===== config.mk =====
export PLATFORM = sky130hd
export DESIGN_NAME = line_position_pid_drive
export DESIGN_NICKNAME = d
export VERILOG_FILES = /design/src/sv/lpd_pkg.sv /design/src/sv/lpd_datapath.sv /design/src/sv/lpd_ctrl.sv /design/src/sv/line_position_pid_drive.sv
export SDC_FILE = /design/constraint.sdc
export NUM_CORES = 2
export LEC_CHECK = 0
export BUFFER_PORTS_ARGS = -buffer_cell sky130_fd_sc_hd__buf_2
export CAP_MARGIN = 20
export CELL_PAD_IN_SITES_DETAIL_PLACEMENT = 0
export CELL_PAD_IN_SITES_GLOBAL_PLACEMENT = 1
export CORE_ASPECT_RATIO = 0.5
export CORE_MARGIN = 2
export CORE_UTILIZATION = 45
export DETAILED_ROUTE_END_ITERATION = 12
export HOLD_SLACK_MARGIN = 0.05
export PLACE_DENSITY_LB_ADDON = 0.12
export SLEW_MARGIN = 20
export SYNTH_ARGS = -nofsm -noshare
export SYNTH_HDL_FRONTEND = slang
export SYNTH_SLANG_ARGS = --single-unit

===== constraint.sdc =====
create_clock -name clk -period 11.4 [get_ports clk]
set_input_delay 2.85 -clock clk [delete_from_list [all_inputs] [get_ports clk]]
set_output_delay 2.85 -clock clk [all_outputs]
set_load 0.1 [all_outputs]

===== src/sv/lpd_pkg.sv =====
// lpd_pkg: shared types and constants of the line position pid drive
// command bundle between sequencer and datapath, register map, field widths
`timescale 1ns / 1ps
`default_nettype none
package lpd_pkg;

	localparam int LINE_SENSORS = 7;
	localparam int ADDR_W = 5;
	localparam int DATA_W = 32;

	localparam int GAIN_W = 16;
	localparam int SPEED_W = 16;
	localparam int LIMIT_W = 15;
	localparam int TOTAL_W = 13;
	localparam int ERR_W = 11;
	localparam int ACC_W = 24;
	localparam int QUO_W = 10;
	localparam int PROD_W = GAIN_W + 1 + ACC_W + 1;
	localparam int SUM_W = PROD_W + 2;
	localparam int CORR_W = SUM_W - 7;
	localparam int WHEEL_W = CORR_W + 1;
	localparam int ERR_MAX = 768;

	localparam logic [GAIN_W-1:0] GAIN_P_RST = 16'd768;
	localparam logic [GAIN_W-1:0] GAIN_I_RST = 16'd0;
	localparam logic [GAIN_W-1:0] GAIN_D_RST = 16'd717;
	localparam logic [SPEED_W-1:0] BASE_SPEED_RST = 16'd3072;
	localparam logic [LIMIT_W-1:0] SPEED_LIMIT_RST = 15'd3840;

	typedef enum logic [2:0] {
		REG_GAIN_P = 3'd0,
		REG_GAIN_I = 3'd1,
		REG_GAIN_D = 3'd2,
		REG_BASE_SPEED = 3'd3,
		REG_SPEED_LIMIT = 3'd4
	} reg_idx_t;

	typedef enum logic [1:0] {
		MUL_P = 2'd0,
		MUL_I = 2'd1,
		MUL_D = 2'd2
	} mul_sel_t;

	typedef struct packed {
		logic [GAIN_W-1:0] gain_p;
		logic [GAIN_W-1:0] gain_i;
		logic [GAIN_W-1:0] gain_d;
		logic [SPEED_W-1:0] base_speed;
		logic [LIMIT_W-1:0] speed_limit;
	} cfg_t;

	typedef struct packed {
		logic load;
		logic prep;
		logic div_step;
		logic err_upd;
		logic mul_en;
		mul_sel_t mul_sel;
		logic sum_ld;
		logic sum_add;
		logic rnd;
		logic out_load;
	} cmd_t;

endpackage
`default_nettype wire


===== src/sv/lpd_datapath.sv =====
// lpd_datapath: sensor sums, restoring divider, shared pid multiplier, wheel clamp
// driven by the cmd_t bundle from lpd_ctrl; uses lpd_pkg
`timescale 1ns / 1ps
`default_nettype none
module lpd_datapath #(
	parameter int SAMPLE_BITS = 10
) (
	input wire logic clk,
	input wire logic arst_n,
	input wire lpd_pkg::cmd_t cmd,
	input wire lpd_pkg::cfg_t cfg,
	input wire logic [SAMPLE_BITS-1:0] sensor [lpd_pkg::LINE_SENSORS],
	output logic [lpd_pkg::SPEED_W-1:0] left_wheel,
	output logic [lpd_pkg::SPEED_W-1:0] right_wheel,
	output logic [lpd_pkg::TOTAL_W-1:0] sensor_total,
	output logic [lpd_pkg::ERR_W-1:0] line_error
);
	import lpd_pkg::*;

	localparam int TOT_W = SAMPLE_BITS + $clog2(LINE_SENSORS);
	localparam int CENTER = (LINE_SENSORS - 1) / 2;
	localparam int WSUM_W = TOT_W + $clog2(CENTER + 1);
	localparam int NUM_W = WSUM_W + 8;
	localparam int DVS_W = NUM_W + 1;

	function automatic logic [SPEED_W-1:0] clamp_speed(
		input logic signed [WHEEL_W-1:0] v,
		input logic [LIMIT_W-1:0] lim
	);
		logic signed [WHEEL_W-1:0] hi;
		logic signed [WHEEL_W-1:0] lo;
		logic signed [WHEEL_W-1:0] r;
		hi = signed'(WHEEL_W'(lim));
		lo = -hi;
		if (v > hi) begin
			r = hi;
		end else if (v < lo) begin
			r = lo;
		end else begin
			r = v;
		end
		return r[SPEED_W-1:0];
	endfunction

	logic signed [WSUM_W-1:0] wsum;
	logic [TOT_W-1:0] tsum;
	logic signed [WSUM_W-1:0] w_q;
	logic [TOT_W-1:0] s_q;
	logic [WSUM_W-1:0] w_mag;
	logic [NUM_W-1:0] rem_q;
	logic [DVS_W-1:0] dvs_q;
	logic [QUO_W-1:0] quo_q;
	logic neg_q;
	logic zero_q;
	logic ge;
	logic signed [ERR_W-1:0] q_ext;
	logic signed [ERR_W-1:0] err_new;
	logic signed [ACC_W:0] acc_sum;
	logic signed [ACC_W-1:0] acc_sat;
	logic signed [ERR_W:0] deriv;
	logic signed [ACC_W-1:0] acc_q;
	logic signed [ERR_W-1:0] prev_q;
	logic signed [ERR_W-1:0] err_q;
	logic signed [ERR_W:0] der_q;
	logic signed [GAIN_W:0] op_a;
	logic signed [ACC_W:0] op_b;
	logic signed [PROD_W-1:0] prod_q;
	logic signed [SUM_W-1:0] sum_q;
	logic [SUM_W-1:0] sum_mag;
	logic [SUM_W-1:0] sum_rnd;
	logic signed [CORR_W-1:0] corr_mag;
	logic signed [CORR_W-1:0] corr_q;
	logic signed [WHEEL_W-1:0] base_w;
	logic signed [WHEEL_W-1:0] left_raw;
	logic signed [WHEEL_W-1:0] right_raw;
	logic [TOT_W+TOTAL_W-1:0] tot_wide;

	// weighted and plain sums of the readings
	always_comb begin
		wsum = '0;
		tsum = '0;
		for (int i = 0; i < LINE_SENSORS; i++) begin
			wsum = wsum + WSUM_W'(signed'({1'b0, sensor[i]})) * WSUM_W'(i - CENTER);
			tsum = tsum + TOT_W'(sensor[i]);
		end
	end

	assign w_mag = w_q[WSUM_W-1] ? WSUM_W'(-w_q) : WSUM_W'(w_q);
	assign ge = {1'b0, rem_q} >= dvs_q;

	assign q_ext = signed'(ERR_W'(quo_q));
	assign err_new = zero_q ? '0 : (neg_q ? -q_ext : q_ext);
	assign acc_sum = (ACC_W+1)'(acc_q) + (ACC_W+1)'(err_new);
	assign acc_sat = (acc_sum[ACC_W] != acc_sum[ACC_W-1]) ?
		(acc_sum[ACC_W] ? {1'b1, {(ACC_W-1){1'b0}}} : {1'b0, {(ACC_W-1){1'b1}}}) :
		acc_sum[ACC_W-1:0];
	assign deriv = (ERR_W+1)'(err_new) - (ERR_W+1)'(prev_q);

	always_comb begin
		case (cmd.mul_sel)
			MUL_P: begin
				op_a = signed'({1'b0, cfg.gain_p});
				op_b = (ACC_W+1)'(err_q);
			end
			MUL_I: begin
				op_a = signed'({1'b0, cfg.gain_i});
				op_b = (ACC_W+1)'(acc_q);
			end
			MUL_D: begin
				op_a = signed'({1'b0, cfg.gain_d});
				op_b = (ACC_W+1)'(der_q);
			end
			default: begin
				op_a = '0;
				op_b = '0;
			end
		endcase
	end

	// q.16 correction back to q.8, half away from zero
	assign sum_mag = sum_q[SUM_W-1] ? SUM_W'(-sum_q) : SUM_W'(sum_q);
	assign sum_rnd = sum_mag + SUM_W'(128);
	assign corr_mag = signed'({1'b0, sum_rnd[SUM_W-1:8]});

	assign base_w = WHEEL_W'($signed(cfg.base_speed));
	assign left_raw = base_w - WHEEL_W'(corr_q);
	assign right_raw = base_w + WHEEL_W'(corr_q);
	assign tot_wide = (TOT_W+TOTAL_W)'(s_q);

	always_ff @(posedge clk or negedge arst_n) begin
		if (!arst_n) begin
			acc_q <= '0;
			prev_q <= '0;
		end else if (cmd.err_upd) begin
			acc_q <= acc_sat;
			prev_q <= err_new;
		end
	end

	always_ff @(posedge clk) begin
		if (cmd.load) begin
			w_q <= wsum;
			s_q <= tsum;
		end
		if (cmd.prep) begin
			rem_q <= NUM_W'({w_mag, 8'b0}) + NUM_W'(s_q >> 1);
			dvs_q <= DVS_W'(s_q) << (QUO_W - 1);
			quo_q <= '0;
			neg_q <= w_q[WSUM_W-1];
			zero_q <= (s_q == '0);
		end
		if (cmd.div_step) begin
			if (ge) begin
				rem_q <= rem_q - dvs_q[NUM_W-1:0];
			end
			quo_q <= {quo_q[QUO_W-2:0], ge};
			dvs_q <= dvs_q >> 1;
		end
		if (cmd.err_upd) begin
			err_q <= err_new;
			der_q <= deriv;
		end
		if (cmd.mul_en) begin
			prod_q <= op_a * op_b;
		end
		if (cmd.sum_ld) begin
			sum_q <= SUM_W'(prod_q);
		end else if (cmd.sum_add) begin
			sum_q <= sum_q + SUM_W'(prod_q);
		end
		if (cmd.rnd) begin
			corr_q <= sum_q[SUM_W-1] ? -corr_mag : corr_mag;
		end
		if (cmd.out_load) begin
			left_wheel <= clamp_speed(left_raw, cfg.speed_limit);
			right_wheel <= clamp_speed(right_raw, cfg.speed_limit);
			sensor_total <= tot_wide[TOTAL_W-1:0];
			line_error <= err_q;
		end
	end

endmodule
`default_nettype wire


===== src/sv/lpd_ctrl.sv =====
// lpd_ctrl: sequencer for one request and the result valid flag
// issues the cmd_t bundle to lpd_datapath; uses lpd_pkg
`timescale 1ns / 1ps
`default_nettype none
module lpd_ctrl (
	input wire logic clk,
	input wire logic arst_n,
	input wire logic sensor_valid,
	output logic sensor_stall,
	output logic drive_valid,
	input wire logic drive_stall,
	output lpd_pkg::cmd_t cmd
);
	import lpd_pkg::*;

	localparam int CNT_W = $clog2(QUO_W);

	typedef enum logic [9:0] {
		ST_IDLE = 10'b00_0000_0001,
		ST_PREP = 10'b00_0000_0010,
		ST_DIV = 10'b00_0000_0100,
		ST_ERR = 10'b00_0000_1000,
		ST_MULP = 10'b00_0001_0000,
		ST_MULI = 10'b00_0010_0000,
		ST_MULD = 10'b00_0100_0000,
		ST_ACC = 10'b00_1000_0000,
		ST_RND = 10'b01_0000_0000,
		ST_WHL = 10'b10_0000_0000
	} state_t;

	state_t state_q;
	state_t state_nxt;
	logic [CNT_W-1:0] cnt_q;
	logic valid_q;
	logic out_free;

	assign out_free = !valid_q || !drive_stall;
	assign sensor_stall = (state_q != ST_IDLE);
	assign drive_valid = valid_q;

	always_comb begin
		cmd = '0;
		cmd.mul_sel = MUL_P;
		state_nxt = state_q;
		case (state_q)
			ST_IDLE: begin
				if (sensor_valid) begin
					cmd.load = 1'b1;
					state_nxt = ST_PREP;
				end
			end
			ST_PREP: begin
				cmd.prep = 1'b1;
				state_nxt = ST_DIV;
			end
			ST_DIV: begin
				cmd.div_step = 1'b1;
				if (cnt_q == CNT_W'(QUO_W - 1)) begin
					state_nxt = ST_ERR;
				end
			end
			ST_ERR: begin
				cmd.err_upd = 1'b1;
				state_nxt = ST_MULP;
			end
			ST_MULP: begin
				cmd.mul_en = 1'b1;
				cmd.mul_sel = MUL_P;
				state_nxt = ST_MULI;
			end
			ST_MULI: begin
				cmd.mul_en = 1'b1;
				cmd.mul_sel = MUL_I;
				cmd.sum_ld = 1'b1;
				state_nxt = ST_MULD;
			end
			ST_MULD: begin
				cmd.mul_en = 1'b1;
				cmd.mul_sel = MUL_D;
				cmd.sum_add = 1'b1;
				state_nxt = ST_ACC;
			end
			ST_ACC: begin
				cmd.sum_add = 1'b1;
				state_nxt = ST_RND;
			end
			ST_RND: begin
				cmd.rnd = 1'b1;
				state_nxt = ST_WHL;
			end
			ST_WHL: begin
				if (out_free) begin
					cmd.out_load = 1'b1;
					state_nxt = ST_IDLE;
				end
			end
			default: begin
				state_nxt = ST_IDLE;
			end
		endcase
	end

	always_ff @(posedge clk or negedge arst_n) begin
		if (!arst_n) begin
			state_q <= ST_IDLE;
			cnt_q <= '0;
			valid_q <= 1'b0;
		end else begin
			state_q <= state_nxt;
			if (state_q == ST_DIV) begin
				cnt_q <= cnt_q + 1'b1;
			end else begin
				cnt_q <= '0;
			end
			if (cmd.out_load) begin
				valid_q <= 1'b1;
			end else if (valid_q && !drive_stall) begin
				valid_q <= 1'b0;
			end
		end
	end

endmodule
`default_nettype wire


===== src/sv/line_position_pid_drive.sv =====
// line_position_pid_drive: a request is accepted in the idle state; its result is
// loaded into the result register after the 10-step restoring divider and the three
// passes through the shared multiplier, and the next request is taken only when the
// sequencer is back in idle after that load. the result register frees the
// sequencer while a result waits. arst_n clears the sequencer, integral, last error
// and loads the register reset values
`timescale 1ns / 1ps
`default_nettype none
module line_position_pid_drive #(
	parameter int SAMPLE_BITS = 10
) (
	input wire logic clk,
	input wire logic arst_n,
	input wire logic psel,
	input wire logic penable,
	input wire logic pwrite,
	input wire logic [lpd_pkg::ADDR_W-1:0] paddr,
	input wire logic [lpd_pkg::DATA_W-1:0] pwdata,
	output logic [lpd_pkg::DATA_W-1:0] prdata,
	output logic pready,
	input wire logic sensor_valid,
	output logic sensor_stall,
	input wire logic [SAMPLE_BITS-1:0] sensor_a,
	input wire logic [SAMPLE_BITS-1:0] sensor_b,
	input wire logic [SAMPLE_BITS-1:0] sensor_c,
	input wire logic [SAMPLE_BITS-1:0] sensor_d,
	input wire logic [SAMPLE_BITS-1:0] sensor_e,
	input wire logic [SAMPLE_BITS-1:0] sensor_f,
	input wire logic [SAMPLE_BITS-1:0] sensor_g,
	output logic drive_valid,
	input wire logic drive_stall,
	output logic signed [lpd_pkg::SPEED_W-1:0] left_wheel,
	output logic signed [lpd_pkg::SPEED_W-1:0] right_wheel,
	output logic [lpd_pkg::TOTAL_W-1:0] sensor_total,
	output logic signed [lpd_pkg::ERR_W-1:0] line_error
);
	import lpd_pkg::*;

	cfg_t cfg_q;
	cmd_t cmd;
	reg_idx_t reg_idx;
	logic [SAMPLE_BITS-1:0] sensor_arr [LINE_SENSORS];
	logic signed [LIMIT_W+1:0] lim_s;

	assign sensor_arr[0] = sensor_a;
	assign sensor_arr[1] = sensor_b;
	assign sensor_arr[2] = sensor_c;
	assign sensor_arr[3] = sensor_d;
	assign sensor_arr[4] = sensor_e;
	assign sensor_arr[5] = sensor_f;
	assign sensor_arr[6] = sensor_g;

	// register file
	assign pready = 1'b1;
	assign reg_idx = reg_idx_t'(paddr[ADDR_W-1:2]);

	always_ff @(posedge clk or negedge arst_n) begin
		if (!arst_n) begin
			cfg_q.gain_p <= GAIN_P_RST;
			cfg_q.gain_i <= GAIN_I_RST;
			cfg_q.gain_d <= GAIN_D_RST;
			cfg_q.base_speed <= BASE_SPEED_RST;
			cfg_q.speed_limit <= SPEED_LIMIT_RST;
		end else if (psel && penable && pwrite && pready) begin
			case (reg_idx)
				REG_GAIN_P: cfg_q.gain_p <= pwdata[GAIN_W-1:0];
				REG_GAIN_I: cfg_q.gain_i <= pwdata[GAIN_W-1:0];
				REG_GAIN_D: cfg_q.gain_d <= pwdata[GAIN_W-1:0];
				REG_BASE_SPEED: cfg_q.base_speed <= pwdata[SPEED_W-1:0];
				REG_SPEED_LIMIT: cfg_q.speed_limit <= pwdata[LIMIT_W-1:0];
				default: begin
				end
			endcase
		end
	end

	always_comb begin
		case (reg_idx)
			REG_GAIN_P: prdata = DATA_W'(cfg_q.gain_p);
			REG_GAIN_I: prdata = DATA_W'(cfg_q.gain_i);
			REG_GAIN_D: prdata = DATA_W'(cfg_q.gain_d);
			REG_BASE_SPEED: prdata = DATA_W'(cfg_q.base_speed);
			REG_SPEED_LIMIT: prdata = DATA_W'(cfg_q.speed_limit);
			default: prdata = '0;
		endcase
	end

	lpd_ctrl u_ctrl (
		.clk(clk),
		.arst_n(arst_n),
		.sensor_valid(sensor_valid),
		.sensor_stall(sensor_stall),
		.drive_valid(drive_valid),
		.drive_stall(drive_stall),
		.cmd(cmd)
	);

	lpd_datapath #(
		.SAMPLE_BITS(SAMPLE_BITS)
	) u_datapath (
		.clk(clk),
		.arst_n(arst_n),
		.cmd(cmd),
		.cfg(cfg_q),
		.sensor(sensor_arr),
		.left_wheel(left_wheel),
		.right_wheel(right_wheel),
		.sensor_total(sensor_total),
		.line_error(line_error)
	);

	assign lim_s = signed'({2'b00, cfg_q.speed_limit});

	a_busy_after_request: assert property (@(posedge clk) disable iff (!arst_n)
		(sensor_valid && !sensor_stall) |=> sensor_stall)
		else $error("request accepted while a request is in flight");

	a_left_clamped: assert property (@(posedge clk) disable iff (!arst_n)
		drive_valid |-> (left_wheel <= lim_s) && (left_wheel >= -lim_s))
		else $error("left wheel outside limit");

	a_error_range: assert property (@(posedge clk) disable iff (!arst_n)
		drive_valid |-> (line_error <= ERR_W'(ERR_MAX)) && (line_error >= -ERR_W'(ERR_MAX)))
		else $error("line error outside range");

endmodule
`default_nettype wire


## After elaboration in Yosys (flattened, before gate mapping)

Index checks and enable logic that the tools add are counted.

- Register bits: 416

- Magnitude comparators: 5
- Mux-type cells: 41
- Equal/unequal tests: 22
- Multiply operators: 3
- Reduce and logical (&&, ||, !) cells: 19
- Add/sub/neg operators: 27

Operators by type and width:

| cell | count |
|---|---|
| $mux W44 | 3 |
| $pmux W10 S10 | 1 |
| $pmux W16 S5 | 1 |
| $gt A38 B16 Y1 | 2 |
| $lt A38 B38 Y1 | 2 |
| $pmux W25 S3 | 1 |
| $mux W23 | 3 |
| $add A13 B10 Y13 | 5 |
| $mux W10 | 5 |
| $mux W24 | 2 |
| $pmux W16 S3 | 1 |
| $add A15 B15 Y15 | 3 |
| $mux W15 | 3 |
| $add A44 B42 Y44 | 1 |
| $add A44 B8 Y44 const B | 1 |
| $neg A44 Y44 | 1 |
| $mul A17 B25 Y42 | 1 |
| $add A16 B37 Y38 | 1 |
| $neg A15 Y38 | 1 |
| $sub A16 B37 Y38 | 1 |
| $neg A36 Y37 | 1 |
| $mux W36 | 1 |
| $mux W16 | 2 |
| $add A24 B11 Y25 | 1 |
| other kinds (50) | 73 |

## Depth between registers and ports, before layout

- Word-level depth: 6
- Mapped depth: 36
- Depth with buffers taken out: 34

## Modules after synthesis

From an unflattened synthesis, not the netlist that was laid out.

- Cell total of the unflattened synthesis: 5,685
- Area, all modules: 51,839.7 um^2

By module, submodules not included:

| module | area each (um^2) | cells each | instances |
|---|---|---|---|
| lpd_datapath | 47,152.7 | 5,326 | 1 |
| line_position_pid_drive | 3,803.6 | 270 | 1 |
| lpd_ctrl | 883.3 | 89 | 1 |

## Worst setup path after synthesis

OpenSTA, ideal clock, no wires.

- Kind: register -> register
- Start point: reg u_ctrl.state_q[3]
- End point: reg u_datapath.prod_q[40] (data pin)
- Cell stages (with the launch flop): 33
- Setup slack: 2,877 ps
- Arrival: 8,266 ps
- Data required time: 11,142 ps
- Period minus slack after synthesis: 8,523 ps
- Buffers on the path: 3
- Cells stage by stage: dfrtp_1 nor4_1 and2_1 nand2_1 nor3b_1 clkbuf_1 nand2_1 nand2_1 clkbuf_1 a21o_1 clkbuf_1 nand2_1 fa_1 inv_1 fa_1 fa_1 fa_1 fa_1 inv_1 fa_1 inv_1 ha_1 a21o_1 a21oi_1 inv_1 a2111oi_0 o21ai_0 a221oi_1 o2111ai_1 a21bo_2 a21o_1 a21oi_1 xnor2_1

- Longest elaborated chain between the ends: 5

RTL lines:

| element | RTL line | source |
|---|---|---|
| start: declaration | lpd_ctrl.sv:31 | `state_t state_q;` |
| start signal: assignment | lpd_ctrl.sv:109 | `state_q <= state_nxt;` |
| $eq A10 B7 Y1, or another cell as far along | lpd_ctrl.sv:45 | `case (state_q)` |
| $pmux W3 S3 (*) | lpd_ctrl.sv:45 |  |
| $eq A2 B2 Y1, or another cell as far along | lpd_datapath.sv:100 | `case (cmd.mul_sel)` |
| $pmux W16 S3 / $pmux W25 S3 (equally long branches) | lpd_datapath.sv:100 |  |
| $mul A17 B25 Y42 (*) | lpd_datapath.sv:164 | `prod_q <= op_a * op_b;` |
| end signal: assignment | lpd_datapath.sv:164 |  |
| end: declaration | lpd_datapath.sv:67 | `logic signed [PROD_W-1:0] prod_q;` |

Mark *: on every way between the ends. The rest lies on a longest branch, timed or not.
A chain may end at the register's enable or synchronous reset.

## Final worst setup path

Ends and elaborated chain as after synthesis.

==> impl_metrics.yaml <==
run_status:
  status: "completed"
worst_setup_path:
  rr_endpoint: "u_datapath.prod_q[40]"
  crit_required_ns: 11.75
  rrSetupSlack_ns: 1.32
  timing.rr.start: "u_ctrl.state_q[3]"
  cp.arrival_ns: 10.43
  crit_path_top_delay_cell: "a21oi_1"
  crit_type: "reg -> reg"
  max_stage_delay_ns: 0.71
  reg2reg_depth: 33
  startpoint_type: "flop"
  crit_fanout: 26
  cp_common_cell: "fa_1"
  endpoint_kind: "flop"
pwr:
  p_per_area_mw_per_mm2: 345.5
  total_power_w: 0.01917
  ir_drop_mv: 0.5263
  p_leak_nw: 25.31
sta:
  tightest_slew_ns: 1.114
  hold_viol: 0
  tns_ns: 0
  period_minus_slack_ns: 10.08
  holdWs_ns: 0.4541
  finalCritPeriodShare: 0.8838
  rsz0062_at_grt: "no"
  fmax_mhz: 99.25
  clock_skew_ns: 0.04123
  maxSlewViolCount: 0
  setup_viol: 0
  slew_headroom: 0.2550
route:
  drt_iter0_markers: 2630
  firstDrtPassIters: 5
  dr_total_vias: 41370
  drt-total-wl_um: 147500
  vias_per_cell: 5.589
  avgRoutedWirePerCell_um: 19.93
  drc: 0
  postRouteAntennaNets: 0
grt:
  gr-usage-all-layers: 0.2497
  grt_max_degree: 74
  grt_pass1_vias: 42470
  overflow: 0
  antenna_found_initial: 5
  grt_pass1_wl_um: 235600
synthesis:
  synthesis.area_mm2: 0.05167
  ys.flop_type: "edfxtp_1"
  async_flop_share: 0.3101
  avgSynthCellArea_um2: 8.900
  netlist_instances: 5805
  yosysTopAreaCell: "fa_1"
  synth_area_leaders: "fa_1 (18%), edfxtp_1 (15%), ha_1 (11%), inv_1 (5.9%), dfrtp_1 (5.5%)"
  yosysWarnings: 0
  ys_ff_latch: 416
  yosysSeqAreaShare: 0.2252
  ys_types: 109
  yosysTopAreaCellShare: 0.1829
  synth-edff-count: 264
place:
  gp_congestion: 0.9095
  hpwl_um: 117500
  io_buffers: 169
  place_area_mm2: 0.05402
floorplanning:
  boundaryPins: 205
  rows: 87
  die_area_mm2: 0.1177
  die_h_um: 243.6
  core_mm2: 0.1133
  start_util: 0.4559
  die_x_um: 483.2
clocking:
  ctsHoldBuffers: 0
  cts_resized: 0
  clockBufferDepth: 3
  cts_tree: "built"
  clk_pin_slew_ns: 0.06
  cts.sinks: 416
  clk_latency_ns: 0.64
  postCtsSetupBuffers: 0
  cts_buffers: 44
  htreeDepth: 2
  root_buffer: "clkbuf_16"
cells_and_area:
  n_antenna_cell: 0
  final_cell_area_mm2: 0.05549
  final_core_util: 0.4897
  syn_to_final_growth_pct: 7.396
  drive_gt1_frac: 0.08441
  nets: 6914
hold_path:
  hold_start: "u_datapath.err_q[3]"
  hold-path-cell-count: 0
  hold_end: "u_datapath.line_error[3]"
  hold_path.class: "reg -> reg"
job:
  max_cap_violations: 0
## worst max path at each step
stage                            startpoint                    end  slack (ns)  depth (start not counted)
after detailed placement  u_ctrl.state_q[3]  u_datapath.prod_q[40]        1.39                         33
after CTS                 u_ctrl.state_q[3]  u_datapath.prod_q[40]        1.36                         33
after floorplan           u_ctrl.state_q[3]  u_datapath.prod_q[40]        2.88                         32
after global routing      u_ctrl.state_q[3]  u_datapath.prod_q[40]        0.74                         33
final                     u_ctrl.state_q[3]  u_datapath.prod_q[40]        1.32                         33
after global placement    u_ctrl.state_q[3]  u_datapath.prod_q[40]        1.54                         33
## worst max-delay path: cells and delay by family (launching register included)
family,cells,cell delay [ns]
fa+ha+maj,7,3.54
simple gates,9,2.41
buf+inv,5,0.46
compound gates,11,2.89
xor+xnor,1,0.09
flops,1,0.45
## cell usage after synthesis, drive strengths merged (20+ instances only)
library cell  number
a211oi            54
a21o             119
a21oi            336
a22oi             57
a31oi             45
and2              59
and3              23
buf               36
clkbuf           201
dfrtp            114
dfxtp             23
edfxtp           264
fa               472
ha               474
inv              818
maj3              22
mux2             105
mux2i             34
nand2            533
nand2b            60
nand3             95
nand4             38
nor2             446
nor2b             73
nor3             125
nor4              62
o21a              31
o21ai            263
o21bai            33
o22ai             29
o31ai             33
or2               21
or3               45
or4               20
xnor2            243
xor2             124
## sequential cells by signal, summed over array words and instances, names as in the netlist
name,flops
u_datapath.dvs_q,22
u_datapath.quo_q,10
u_datapath.prod_q,42
cfg_q,79
u_ctrl.drive_valid,1
u_datapath.prev_q,11
u_datapath.sensor_total,13
u_datapath.w_q,15
u_datapath.acc_q,24
u_datapath.line_error,11
u_ctrl.cnt_q,4
u_datapath.corr_q,37
u_datapath.right_wheel,16
u_datapath.err_q,11
u_datapath.der_q,12
u_datapath.zero_q,1
u_datapath.sum_q,44
u_ctrl.state_q,10
u_datapath.neg_q,1
u_datapath.left_wheel,16
u_datapath.rem_q,23
u_datapath.s_q,13
## power by group
group / leakage (nW) / switching, W / internal, W
clock: 0.725 / 0.000686 / 0.000844
combinational: 20.3 / 0.00861 / 0.00615
sequential: 4.24 / 0.000277 / 0.00260
total: 25.3 / 0.00957 / 0.00960
## through the flow
stage	cells	worst slack, ns
after global routing	7401	0.7357
final	7401	1.324
after floorplan	5820	2.877
after global placement	7321	1.545
after detailed placement	7321	1.390
after CTS	7401	1.362
## layout make-up
class                      count  area [um2]
fill                       10870       57830
timing repair buffer         225        1285
inverter                     823        3089
clock buffer                  51        1147
clock inverter                29       309.0
multi-input combinational   4344       36130
tap                         1513        1893
sequential                   416       11640
## per-layer routing
layer  vias up  track usage  routed length, um
li1      19840            -                  -
met1     20430       0.3442              68490
met2       919       0.4195              69020
met3       164      0.03265               6950
met4         8      0.05457               2978
met5         -            0                 58
## logic make-up (layout without fill, tap and decap cells)
| kind of cell | after synthesis | after routing | share of synthesized area |
|---|---|---|---|
| other | 2 | 17 | 0.0001454 |
| multiplexers | 142 | 142 | 0.03078 |
| AO/OA/AOI/OAI | 1185 | 1185 | 0.1479 |
| adder cells (fa/ha/maj) | 968 | 968 | 0.3019 |
| buffers and inverters | 1060 | 1128 | 0.07885 |
| AND/OR/NAND/NOR | 1665 | 1665 | 0.1530 |
| flip-flops | 416 | 416 | 0.2252 |
| XOR/XNOR | 367 | 367 | 0.06221 |
## placed cells by master, fill, tap and decap left out, types with 34 or more instances in the layout
master	netlist	routed
nand2_1	533	533
a31oi_1	44	44
dfrtp_1	114	113
ha_1	474	474
a22oi_1	57	57
nand4_1	37	37
o21ai_0	254	254
nor3_1	123	122
inv_1	817	816
fa_1	472	472
edfxtp_1	264	264
and2_1	57	57
xor2_1	124	124
nand2b_1	60	60
buf_4	17	55
a21o_1	119	119
nor2b_1	73	71
nor4_1	61	59
mux2i_1	34	34
nand3_1	95	94
buf_2	1	168
nor2_1	445	442
xnor2_1	243	243
or3_1	44	43
mux2_2	105	105
clkbuf_16	0	44
a211oi_1	54	54
a21oi_1	335	329
Power figures use the tool's default switching activity.
